$ cat src/rtl/core/fdp_pkg.sv
package fdp_pkg;

   localparam int DAY_W    = 5;
   localparam int MONTH_W  = 4;
   localparam int YEAR_W   = 14;
   localparam int SERIAL_W = 22;
   localparam int SUM_W    = 24;
   localparam int QUOT_W   = 8;
   localparam int PROD_W   = YEAR_W + 13;

   localparam logic [SERIAL_W-1:0] SERIAL_MAX    = 22'h3FFFFF;
   localparam logic [SUM_W-1:0]    DAYS_PER_YEAR = 24'd365;
   localparam logic [YEAR_W-1:0]   CENTURY       = 14'd100;
   // floor(y / 100) == (y * 5243) >> 19 for every 14-bit y
   localparam logic [12:0]         RECIP_100     = 13'd5243;
   localparam int                  RECIP_SHIFT   = 19;

   localparam int QUEUE_DEPTH_DEFAULT = 4;

   typedef struct packed {
      logic [YEAR_W-1:0]  year;
      logic [MONTH_W-1:0] month;
      logic [DAY_W-1:0]   day;
   } fdp_date_type;

   typedef struct packed {
      fdp_date_type        date;
      logic [SERIAL_W-1:0] serial;
      logic                last;
   } fdp_item_type;

   typedef struct packed {
      fdp_date_type        first;
      fdp_date_type        second;
      logic [SERIAL_W-1:0] distance;
   } fdp_result_type;

   // days in the months before this one, non-leap; months past twelve count as december
   function automatic logic [8:0] days_before(input logic [MONTH_W-1:0] month);
      logic [8:0] d;
      case (month)
         4'd0:    d = 9'd0;
         4'd1:    d = 9'd0;
         4'd2:    d = 9'd31;
         4'd3:    d = 9'd59;
         4'd4:    d = 9'd90;
         4'd5:    d = 9'd120;
         4'd6:    d = 9'd151;
         4'd7:    d = 9'd181;
         4'd8:    d = 9'd212;
         4'd9:    d = 9'd243;
         4'd10:   d = 9'd273;
         4'd11:   d = 9'd304;
         4'd12:   d = 9'd334;
         default: d = 9'd334;
      endcase
      return d;
   endfunction

endpackage

$ cat src/rtl/core/fdp_front.sv
module fdp_front
   import fdp_pkg::*;
#(
   parameter int QUEUE_DEPTH = QUEUE_DEPTH_DEFAULT,
   localparam int LW = $clog2(QUEUE_DEPTH + 1)
) (
   input  logic                clock,
   input  logic                reset,
   input  logic                req_push,
   output logic                req_full,
   input  logic [DAY_W-1:0]    req_day,
   input  logic [MONTH_W-1:0]  req_month,
   input  logic [YEAR_W-1:0]   req_year,
   input  logic                req_last,
   input  logic [LW-1:0]       queue_level,
   output logic                item_push,
   output fdp_item_type        item
);

   logic                s1_valid_ff, s1_valid_in;
   fdp_date_type        s1_date_ff;
   logic                s1_last_ff;
   logic [YEAR_W-1:0]   s1_y1_ff;
   logic [QUOT_W-1:0]   s1_qy1_ff;
   logic [QUOT_W-1:0]   s1_qyr_ff;
   logic [YEAR_W-1:0]   y1;
   logic [PROD_W-1:0]   prod_y1, prod_yr;

   logic                s2_valid_ff;
   fdp_item_type        s2_item_ff, s2_item_in;

   logic [LW:0]         occupancy;
   logic                leap;
   logic                rem_zero;
   logic [SUM_W-1:0]    sum;

   // credit check: queue plus everything in flight must fit
   assign occupancy   = {1'b0, queue_level} + (LW+1)'(s1_valid_ff) + (LW+1)'(s2_valid_ff);
   assign req_full    = occupancy >= (LW+1)'(QUEUE_DEPTH);
   assign s1_valid_in = req_push && !req_full;

   // stage 1: preceding year and the two divisions by a hundred
   assign y1      = (req_year == '0) ? '0 : req_year - YEAR_W'(1);
   assign prod_y1 = PROD_W'(y1) * PROD_W'(RECIP_100);
   assign prod_yr = PROD_W'(req_year) * PROD_W'(RECIP_100);

   always_ff @(posedge clock) begin
      if (reset) begin
         s1_valid_ff <= 1'b0;
         s2_valid_ff <= 1'b0;
      end else begin
         s1_valid_ff <= s1_valid_in;
         s2_valid_ff <= s1_valid_ff;
      end
   end

   always_ff @(posedge clock) begin
      s1_date_ff <= '{year: req_year, month: req_month, day: req_day};
      s1_last_ff <= req_last;
      s1_y1_ff   <= y1;
      s1_qy1_ff  <= prod_y1[RECIP_SHIFT +: QUOT_W];
      s1_qyr_ff  <= prod_yr[RECIP_SHIFT +: QUOT_W];
      s2_item_ff <= s2_item_in;
   end

   // stage 2: gregorian leap rule and the serial sum
   assign rem_zero = (s1_date_ff.year == YEAR_W'(YEAR_W'(s1_qyr_ff) * CENTURY));
   assign leap     = (s1_date_ff.year[1:0] == 2'b00 && !rem_zero)
                     || (rem_zero && s1_qyr_ff[1:0] == 2'b00);

   assign sum = SUM_W'(s1_y1_ff) * DAYS_PER_YEAR
                + SUM_W'(s1_y1_ff >> 2)
                - SUM_W'(s1_qy1_ff)
                + SUM_W'(s1_qy1_ff >> 2)
                + SUM_W'(days_before(s1_date_ff.month))
                + SUM_W'(leap && s1_date_ff.month > MONTH_W'(2))
                + SUM_W'(s1_date_ff.day);

   always_comb begin
      s2_item_in.date   = s1_date_ff;
      s2_item_in.last   = s1_last_ff;
      s2_item_in.serial = (sum > SUM_W'(SERIAL_MAX)) ? SERIAL_MAX : sum[SERIAL_W-1:0];
   end

   assign item_push = s2_valid_ff;
   assign item      = s2_item_ff;

endmodule

$ cat src/rtl/core/fdp_queue.sv
module fdp_queue
   import fdp_pkg::*;
#(
   parameter int QUEUE_DEPTH = QUEUE_DEPTH_DEFAULT,
   localparam int LW = $clog2(QUEUE_DEPTH + 1),
   localparam int PW = (QUEUE_DEPTH > 1) ? $clog2(QUEUE_DEPTH) : 1
) (
   input  logic          clock,
   input  logic          reset,
   input  logic          push,
   input  fdp_item_type  push_item,
   input  logic          pop,
   output logic          empty,
   output fdp_item_type  head,
   output logic [LW-1:0] level
);

   fdp_item_type  slot_ff [QUEUE_DEPTH];
   logic [PW-1:0] wr_ptr_ff, wr_ptr_in;
   logic [PW-1:0] rd_ptr_ff, rd_ptr_in;
   logic [LW-1:0] level_ff, level_in;

   always_comb begin
      wr_ptr_in = wr_ptr_ff;
      rd_ptr_in = rd_ptr_ff;
      level_in  = level_ff;
      if (push) begin
         wr_ptr_in = (wr_ptr_ff == PW'(QUEUE_DEPTH - 1)) ? '0 : wr_ptr_ff + PW'(1);
      end
      if (pop) begin
         rd_ptr_in = (rd_ptr_ff == PW'(QUEUE_DEPTH - 1)) ? '0 : rd_ptr_ff + PW'(1);
      end
      if (push && !pop) begin
         level_in = level_ff + LW'(1);
      end else if (pop && !push) begin
         level_in = level_ff - LW'(1);
      end
   end

   always_ff @(posedge clock) begin
      if (reset) begin
         wr_ptr_ff <= '0;
         rd_ptr_ff <= '0;
         level_ff  <= '0;
      end else begin
         wr_ptr_ff <= wr_ptr_in;
         rd_ptr_ff <= rd_ptr_in;
         level_ff  <= level_in;
      end
   end

   always_ff @(posedge clock) begin
      if (push) begin
         slot_ff[wr_ptr_ff] <= push_item;
      end
   end

   assign empty = (level_ff == '0);
   assign head  = slot_ff[rd_ptr_ff];
   assign level = level_ff;

`ifndef NO_ASSERTIONS
   a_no_overflow: assert property (@(posedge clock) disable iff (reset)
      push |-> (level_ff < LW'(QUEUE_DEPTH) || pop))
      else $error("queue overflow");
   a_no_underflow: assert property (@(posedge clock) disable iff (reset)
      pop |-> level_ff != '0)
      else $error("queue underflow");
   a_level_bound: assert property (@(posedge clock) disable iff (reset)
      level_ff <= LW'(QUEUE_DEPTH))
      else $error("queue level out of range");
`endif

endmodule

$ cat src/rtl/core/fdp_back.sv
module fdp_back
   import fdp_pkg::*;
(
   input  logic           clock,
   input  logic           reset,
   input  logic           queue_empty,
   input  fdp_item_type   head,
   output logic           queue_pop,
   output logic           rsp_empty,
   input  logic           rsp_pop,
   output fdp_result_type result
);

   logic                started_ff, started_in;
   logic                seen_first_ff, seen_first_in;
   logic [SERIAL_W-1:0] earliest_ff, earliest_in;
   logic [SERIAL_W-1:0] latest_ff, latest_in;
   fdp_date_type        early_date_ff, early_date_in;
   fdp_date_type        late_date_ff, late_date_in;
   logic                out_valid_ff, out_valid_in;
   fdp_result_type      result_ff, result_in;
   logic                take, lower, upper;

   // a last item needs the result slot free or leaving
   assign take      = !queue_empty && (!head.last || !out_valid_ff || rsp_pop);
   assign queue_pop = take;

   assign lower = !started_ff || head.serial < earliest_ff;
   assign upper = !started_ff || head.serial > latest_ff;

   always_comb begin
      earliest_in   = lower ? head.serial : earliest_ff;
      early_date_in = lower ? head.date : early_date_ff;
      latest_in     = upper ? head.serial : latest_ff;
      late_date_in  = upper ? head.date : late_date_ff;
      seen_first_in = seen_first_ff;
      if (upper) begin
         seen_first_in = 1'b1;
      end else if (lower) begin
         seen_first_in = 1'b0;
      end
      started_in = !head.last;

      result_in.distance = latest_in - earliest_in;
      if (earliest_in == latest_in) begin
         result_in.first  = early_date_in;
         result_in.second = early_date_in;
      end else if (seen_first_in) begin
         result_in.first  = early_date_in;
         result_in.second = late_date_in;
      end else begin
         result_in.first  = late_date_in;
         result_in.second = early_date_in;
      end

      out_valid_in = out_valid_ff;
      if (take && head.last) begin
         out_valid_in = 1'b1;
      end else if (rsp_pop) begin
         out_valid_in = 1'b0;
      end
   end

   always_ff @(posedge clock) begin
      if (reset) begin
         started_ff   <= 1'b0;
         out_valid_ff <= 1'b0;
      end else begin
         out_valid_ff <= out_valid_in;
         if (take) begin
            started_ff <= started_in;
         end
      end
   end

   always_ff @(posedge clock) begin
      if (take) begin
         earliest_ff   <= earliest_in;
         latest_ff     <= latest_in;
         early_date_ff <= early_date_in;
         late_date_ff  <= late_date_in;
         seen_first_ff <= seen_first_in;
      end
      if (take && head.last) begin
         result_ff <= result_in;
      end
   end

   assign rsp_empty = !out_valid_ff;
   assign result    = result_ff;

`ifndef NO_ASSERTIONS
   a_result_held: assert property (@(posedge clock) disable iff (reset)
      out_valid_ff && !rsp_pop |=> out_valid_ff && $stable(result_ff))
      else $error("waiting result lost or changed");
   a_extremes_ordered: assert property (@(posedge clock) disable iff (reset)
      started_ff |-> earliest_ff <= latest_ff)
      else $error("earliest serial above latest");
   a_set_closed: assert property (@(posedge clock) disable iff (reset)
      $rose(out_valid_ff) |-> !started_ff)
      else $error("set still open after its result");
`endif

endmodule

$ cat src/rtl/core/farthest_date_pair.sv
// farthest_date_pair: farthest-apart pair of gregorian dates in a stream
// request channel: a date (day, month, year) and a last mark, taken when
//    req_push is high and req_full is low; one request a cycle is accepted
// response channel: one response per set, on the request marked last; it is
//    shown while rsp_empty is low and taken when rsp_pop is high
// the response gives the extreme date seen first, then the other extreme,
//    and their distance in days; equal dates give the first date twice
// a last request passes the two front stages and the queue; its response is registered in the back end
// throughput: one request a cycle while req_full is low, set by the two-stage
//    serial day pipeline and the single compare-and-update step in the back end
// a queue of QUEUE_DEPTH entries parts the front end from the back end;
//    req_full rises when the queue and the front pipeline hold that many
// a stalled response holds; requests keep flowing until the queue fills
// reset clears the pipeline, the queue and any open set
module farthest_date_pair
   import fdp_pkg::*;
#(
   parameter int QUEUE_DEPTH = QUEUE_DEPTH_DEFAULT
) (
   input  logic                clock,
   input  logic                reset,
   // request channel
   input  logic                req_push,
   output logic                req_full,
   input  logic [DAY_W-1:0]    req_day,
   input  logic [MONTH_W-1:0]  req_month,
   input  logic [YEAR_W-1:0]   req_year,
   input  logic                req_last,
   // response channel
   output logic                rsp_empty,
   input  logic                rsp_pop,
   output logic [DAY_W-1:0]    rsp_first_day,
   output logic [MONTH_W-1:0]  rsp_first_month,
   output logic [YEAR_W-1:0]   rsp_first_year,
   output logic [DAY_W-1:0]    rsp_second_day,
   output logic [MONTH_W-1:0]  rsp_second_month,
   output logic [YEAR_W-1:0]   rsp_second_year,
   output logic [SERIAL_W-1:0] rsp_distance_days
);

   localparam int LW = $clog2(QUEUE_DEPTH + 1);

   logic           item_push;
   fdp_item_type   item;
   logic [LW-1:0]  queue_level;
   logic           queue_empty;
   logic           queue_pop;
   fdp_item_type   head;
   fdp_result_type result;

   // front end: serial day number, two register stages
   fdp_front #(.QUEUE_DEPTH(QUEUE_DEPTH)) u_front (
      .clock       (clock),
      .reset       (reset),
      .req_push    (req_push),
      .req_full    (req_full),
      .req_day     (req_day),
      .req_month   (req_month),
      .req_year    (req_year),
      .req_last    (req_last),
      .queue_level (queue_level),
      .item_push   (item_push),
      .item        (item)
   );

   // decoupling queue
   fdp_queue #(.QUEUE_DEPTH(QUEUE_DEPTH)) u_queue (
      .clock     (clock),
      .reset     (reset),
      .push      (item_push),
      .push_item (item),
      .pop       (queue_pop),
      .empty     (queue_empty),
      .head      (head),
      .level     (queue_level)
   );

   // back end: running extremes and the response register
   fdp_back u_back (
      .clock       (clock),
      .reset       (reset),
      .queue_empty (queue_empty),
      .head        (head),
      .queue_pop   (queue_pop),
      .rsp_empty   (rsp_empty),
      .rsp_pop     (rsp_pop),
      .result      (result)
   );

   assign rsp_first_day     = result.first.day;
   assign rsp_first_month   = result.first.month;
   assign rsp_first_year    = result.first.year;
   assign rsp_second_day    = result.second.day;
   assign rsp_second_month  = result.second.month;
   assign rsp_second_year   = result.second.year;
   assign rsp_distance_days = result.distance;

endmodule
$ cat config.mk
export PLATFORM = sky130hd
export DESIGN_NAME = farthest_date_pair
export DESIGN_NICKNAME = d
export VERILOG_FILES = /design/src/rtl/core/fdp_pkg.sv /design/src/rtl/core/fdp_front.sv /design/src/rtl/core/fdp_queue.sv /design/src/rtl/core/fdp_back.sv /design/src/rtl/core/farthest_date_pair.sv
export SDC_FILE = /design/constraint.sdc
export NUM_CORES = 1
export LEC_CHECK = 0
export ABC_CLOCK_PERIOD_IN_PS = 18000
export BUFFER_PORTS_ARGS = -buffer_cell sky130_fd_sc_hd__buf_2
export CAP_MARGIN = 20
export CORE_MARGIN = 2
export CORE_UTILIZATION = 40
export CTS_CLUSTER_DIAMETER = 150
export CTS_CLUSTER_SIZE = 20
export DETAILED_ROUTE_END_ITERATION = 10
export PLACE_DENSITY_LB_ADDON = 0.12
export SYNTH_ARGS = -nofsm -noshare
export SYNTH_HDL_FRONTEND = slang
export SYNTH_HIERARCHICAL = 1
export SYNTH_SLANG_ARGS = --single-unit
export TNS_END_PERCENT = 30
$ cat constraint.sdc
create_clock -name clock -period 18 [get_ports clock]
set_input_delay 2.7 -clock clock [delete_from_list [all_inputs] [get_ports clock]]
set_output_delay 2.7 -clock clock [all_outputs]
set_load 0.01 [all_outputs]
; ---- Word-level counts from Yosys, hierarchy flattened
; Memories as Yosys holds them, arrays and structs flattened. A register that Yosys moved wholly into a read port is not among the register bits.
; Cells that the tools add are included.
[classes]
n_mul = 4
n_reduce_logical = 27
muxes = 19
n_eq_ne = 4
addsub = 14
magnitude_cmp = 5
[ops]
columns = operator, n
row1 = 46-bit two-way mux, 2
row2 = "14-bit by 13-bit multiplier with 27-bit output, second input constant", 2
row3 = 23-bit two-way mux, 2
row4 = 22-bit two-way mux, 2
row5 = 23-bit by 12-bit adder with 24-bit output, 1
row6 = 24-bit by 1-bit adder with 24-bit output, 1
row7 = 24-bit by 5-bit adder with 24-bit output, 1
row8 = 24-bit by 6-bit adder with 24-bit output, 1
row9 = 24-bit by 9-bit adder with 24-bit output, 1
row10 = "24-bit by 22-bit greater-than comparator with 1-bit output, second input constant", 1
row11 = 24-bit by 8-bit subtractor with 24-bit output, 1
row12 = "14-bit by 9-bit multiplier with 23-bit output, second input constant", 1
row13 = 22-bit equality test, 1
row14 = 22-bit greater-than comparator, 1
row15 = 22-bit < comparator, 1
row16 = 22-bit subtractor, 1
row17 = 14-bit equality test, 1
row18 = 14-bit zero test, 1
row19 = 14-bit two-way mux, 1
row20 = "14-bit by 1-bit subtractor with 14-bit output, second input constant", 1
row21 = "8-bit by 5-bit multiplier with 12-bit output, second input constant", 1
row22 = 1-bit logical AND, 8
row23 = 1-bit zero test, 8
row24 = 2-bit two-way mux, 4
row25 = 14 further kinds, 28
[word_totals]
wordCells = 110
ramBits = 184
n_memories = 2
output_inout_bits = 70
romBits = 144
register_bits = 270
[mem_list]
columns = memory, depth, word_bits, rd, rd_ports_with_merged_regs, wr, line
row1 = u_queue.slot_ff, 4, 46, 1, 1, 1, fdp_queue.sv:18  ; fdp_item_type slot_ff [QUEUE_DEPTH];
row2 = (name not given), 16, 9, 1, 1, 0, fdp_pkg.sv:41  ; case (month)

; ---- Longest topological paths before layout
[logic_depth]
word_depth = 9
mapped_depth = 28
depth_no_buf = 26

; ---- By module
; Netlist, hierarchy kept.
[by_module_without_submodules]
columns = mod, cells_per_inst, instances, area_per_inst_um2
row1 = fdp_front, 1471, 1, 15001.9
row2 = fdp_back, 749, 1, 8765.9
row3 = fdp_queue, 283, 1, 7133.1

; ---- Worst setup path before layout
; No wires, ideal clock.
[synth_timing]
path_kind = input-to-reg
start = input rsp_pop
end = register u_back.result_ff, in the netlist u_back/result[0] (enable)
t_arrival_ns = 9.543
n_path_buf = 0
path_slack_ns = 8.022
t_required_ns = 17.565
setup_time_ns = 0.435
cell_stages = 3
cell_sequence = inv_1 > a31oi_1 > and2_1
[synth_between]
elab_chain_cells = 3
[synth_rtl]
columns = item, line
row1 = start: declaration, farthest_date_pair.sv:31  ; input logic rsp_pop,
row2 = 1-bit logical OR, fdp_back.sv:25  ; assign take = !queue_empty && (!head.last || !out_valid_ff || rsp_pop);
row3 = 1-bit logical AND, fdp_back.sv:25
row4 = named net queue_pop, farthest_date_pair.sv:47  ; logic queue_pop;
row5 = 1-bit logical AND, fdp_back.sv:84  ; if (take && head.last) begin
row6 = end signal: assignment, fdp_back.sv:85  ; result_ff <= result_in;
row7 = end: declaration, fdp_back.sv:21  ; fdp_result_type result_ff, result_in;
; The timed path passes the listed nets, and every way through them passes these cells.
; A chain may end at the register's enable or synchronous reset.

; ---- Worst setup path after layout
[layout_timing]
start = input req_year[2]
end = register u_front.s1_qy1_ff[7]
[layout_between]
elab_chain_cells = 3
[layout_rtl]
columns = item, line
row1 = start: declaration, farthest_date_pair.sv:27  ; input logic [YEAR_W-1:0] req_year,
row2 = 14-bit by 1-bit subtractor with 14-bit output or 14-bit zero test (tied branches), fdp_front.sv:43  ; assign y1 = (req_year == '0) ? '0 : req_year - YEAR_W'(1);
row3 = 14-bit two-way mux (*), fdp_front.sv:43
row4 = named net u_front.y1[13], fdp_front.sv:26  ; logic [YEAR_W-1:0] y1;
row5 = 14-bit by 13-bit multiplier with 27-bit output (*), fdp_front.sv:44  ; assign prod_y1 = PROD_W'(y1) * PROD_W'(RECIP_100);
row6 = named net u_front.prod_y1[26], fdp_front.sv:27  ; logic [PROD_W-1:0] prod_y1, prod_yr;
row7 = end signal: assignment, fdp_front.sv:61  ; s1_qy1_ff <= prod_y1[RECIP_SHIFT +: QUOT_W];
row8 = end: declaration, fdp_front.sv:24  ; logic [QUOT_W-1:0] s1_qy1_ff;
; Mark *: on every way through the listed nets, which the timed path passes. The rest lies on a longest branch.

==> results_dict.tcl <==
set metrics [dict create \
    status "finished clean" \
    drt_first_pass_iters 5 \
    syn_inst 2503 \
    initial_core_util_pct 40.6 \
    tightestPinTransition_ps 1030 \
    drive_gt1_share_pct 8.86 \
    worstPathArrival_ps 9000 \
    setup_tns_ps 0 \
    yosysMostFrequentCell "inv_1" \
    vias_per_cell 4.83 \
    crit_path_end_kind "flip-flop" \
    hold_class "reg2reg" \
    cp-startpoint "req_year[2]" \
    fill_cells 7082 \
    synth-seq-cells 465 \
    cts.sinks 465 \
    drc 0 \
    ant_nets 0 \
    place_congestion 0.846 \
    maxSlewHeadroom_pct 31.4 \
    worstSetupPathType "in2reg" \
    grt_pass1_wl_um 103000 \
    r2r_slack_ps 10040 \
    rsz0062_at_grt "no" \
    avgSynthCellArea_sq_um 12.3 \
    dp_hpwl_um 49500 \
    cts_inserted_buffers 28 \
    cts.path.max_buffers 3 \
    synth_nets 3180 \
    routedWlPerCell_um 17.2 \
    max_freq_ghz 0.118 \
    multiInputGateArea_sq_um 15900 \
    synth-edff-count 343 \
    hp-start "u_front/s1_last_ff" \
    cts_resized 0 \
    worstSetupStartpointType "input port" \
    grt_pass1_vias 19093 \
    ys_warn_count 6 \
    die_area_sq_um 79500 \
    wl_um 63000 \
    cts_hold_buf 0 \
    fp-row-count 101 \
    synth_commonest_cells "inv_1 (532), ha_1 (426), edfxtp_1 (343)" \
    grt_antenna_before_repair 4 \
    cts_setup_buffers 0 \
    clock_latency_ps 630 \
    synthFlopType "edfxtp_1" \
    slew_violations 0 \
    holdWs_ps 352 \
    cts_tree "built" \
    seqCellArea_sq_um 12700 \
    grt-ovfl-total 0 \
    synth_cell_types 84 \
    fin_crit_ps 8460 \
    core_area_sq_um 76200 \
    vias 17686 \
    cts_root_buffer "clkbuf_16" \
    clkTransAtPathRegs_ps 90 \
    finalSetupViolCount 0 \
    synthDominantCellAreaShare_pct 33.3 \
    io_pins 98 \
    yosysTopAreaCell "edfxtp_1" \
    min_period_over_period_pct 47.0 \
    fin_skew_ps 59.0 \
    drt_iter0_drc 781 \
    finalNetCount 3285 \
    cap_violations 0 \
    syn_area_sq_um 30900 \
    cts-htree-levels 1 \
    cp_max_fo 8 \
    areaGrowthSynthToFinish_pct 8.24 \
    die_h_um 282 \
    hold_violations 0 \
    grt_max_degree 63 \
    seq_area_frac_synth_pct 41.2 \
    grt_usage_pct 16.4 \
    dieWidth_um 282 \
    cp.required_ps 18540 \
    synthArstFlopShare_pct 0 \
    io_buffers 97 \
    yosys-top-cells-area "edfxtp_1 (33%), ha_1 (17%), fa_1 (14%)" \
]
worst paths after layout:
check / to / cells after the start
worst max-delay path: u_front/s1_qy1_ff[7] / 24
worst min-delay path: u_front/item[0] / 0
worst max register to register: u_back/result[20] / 25
worst min register to register: u_front/item[0] / 0
routing by layer:
layer | GRT usage [%] | vias up | wire, um
met1 | 22.9 | 8727 | 30500
met2 | 28.0 | 193 | 29700
met5 | 0 | - | 0
li1 | - | 8706 | -
met3 | 1.56 | 60 | 1740
met4 | 2.97 | 0 | 1060
flip-flops by register name, indices dropped and copies added (netlist names), 2 cells and up, named ones only:
register and flops:
u_back/earliest_ff 22, u_back/late_date_ff 23, u_back/result 68, u_front/s1_qyr_ff 8
u_queue/level 3, u_front/s1_date_ff 23, u_front/item 46, u_back/latest_ff 21
u_back/early_date_ff 23, u_queue/rd_ptr_ff 2, u_front/s1_y1_ff 14, u_front/s1_qy1_ff 8
u_queue/slot_ff 184, u_queue/wr_ptr_ff 2
kinds of logic (layout without fill, tap and decap cells):
logic type | Yosys count | after routing | share of synthesized area, %
xor+xnor | 83 | 83 | 2.35
simple gates | 312 | 312 | 4.91
mux | 148 | 148 | 6.74
other cells | 0 | 2 | 0
flops | 465 | 465 | 41.2
compound gates | 275 | 275 | 5.76
buf+inv | 571 | 698 | 7.31
fa+ha+maj | 649 | 649 | 31.7
layout make-up:
cell class                      instances  area share, %
Clock buffer                           48           2.32
Tap cell                             1030           3.85
Multi-Input combinational cell       1467           47.7
Antenna cell                            2         0.0150
Inverter                              533           5.98
Sequential cell                       465           38.1
Clock inverter                          4          0.209
Timing Repair Buffer                  113           1.85
through the flow:
stage / util (%) / worst slack (ps) / instance area [sq um] / cells
after detailed placement: 42.8 / 8900 / 32600 / 3608
after CTS: 43.9 / 9580 / 33400 / 3660
after global placement: 42.7 / 8980 / 32600 / 3607
after floorplan: - / 8020 / 30900 / 2503
after global routing: 43.9 / 9080 / 33400 / 3660
final: 43.9 / 9540 / 33400 / 3662
worst max-delay path, stage by stage:
cell      delay, ps
buf_2           190
inv_1           150
ha_1            200
nand2_1          80
and3_1          220
nand3_1         140
nor2_1          190
nand2_1          90
xnor2_1         120
or2_2           320
inv_1           330
fa_1            500
ha_1            320
fa_1            480
fa_1            520
fa_1            500
ha_1            350
and4_1          230
a22oi_1         210
a31oi_1         120
o31a_1          310
o41ai_2         400
nor2_1          100
a211oi_1        200
cells in the final DEF (no fill, tap or decap), types with 9 or more instances in the layout:
cell type / count
xnor2_1: 60
nand2b_1: 11
inv_1: 532
edfxtp_1: 343
nor2_1: 80
clkbuf_16: 28
xor2_1: 23
o21ai_0: 62
a211oi_1: 9
mux4_2: 40
nand4_1: 20
fa_1: 223
clkbuf_1: 20
a31oi_1: 11
a21oi_1: 86
dfxtp_1: 120
nor3_1: 20
nor2b_1: 9
buf_2: 97
ha_1: 426
nand3_1: 27
mux2i_1: 99
or2_2: 17
a21o_1: 26
nand2_1: 85
buf_4: 15
Power is left out: the tool's default activity adds up to more than one toggle a clock period on the data nets, which glitch-free logic cannot reach.
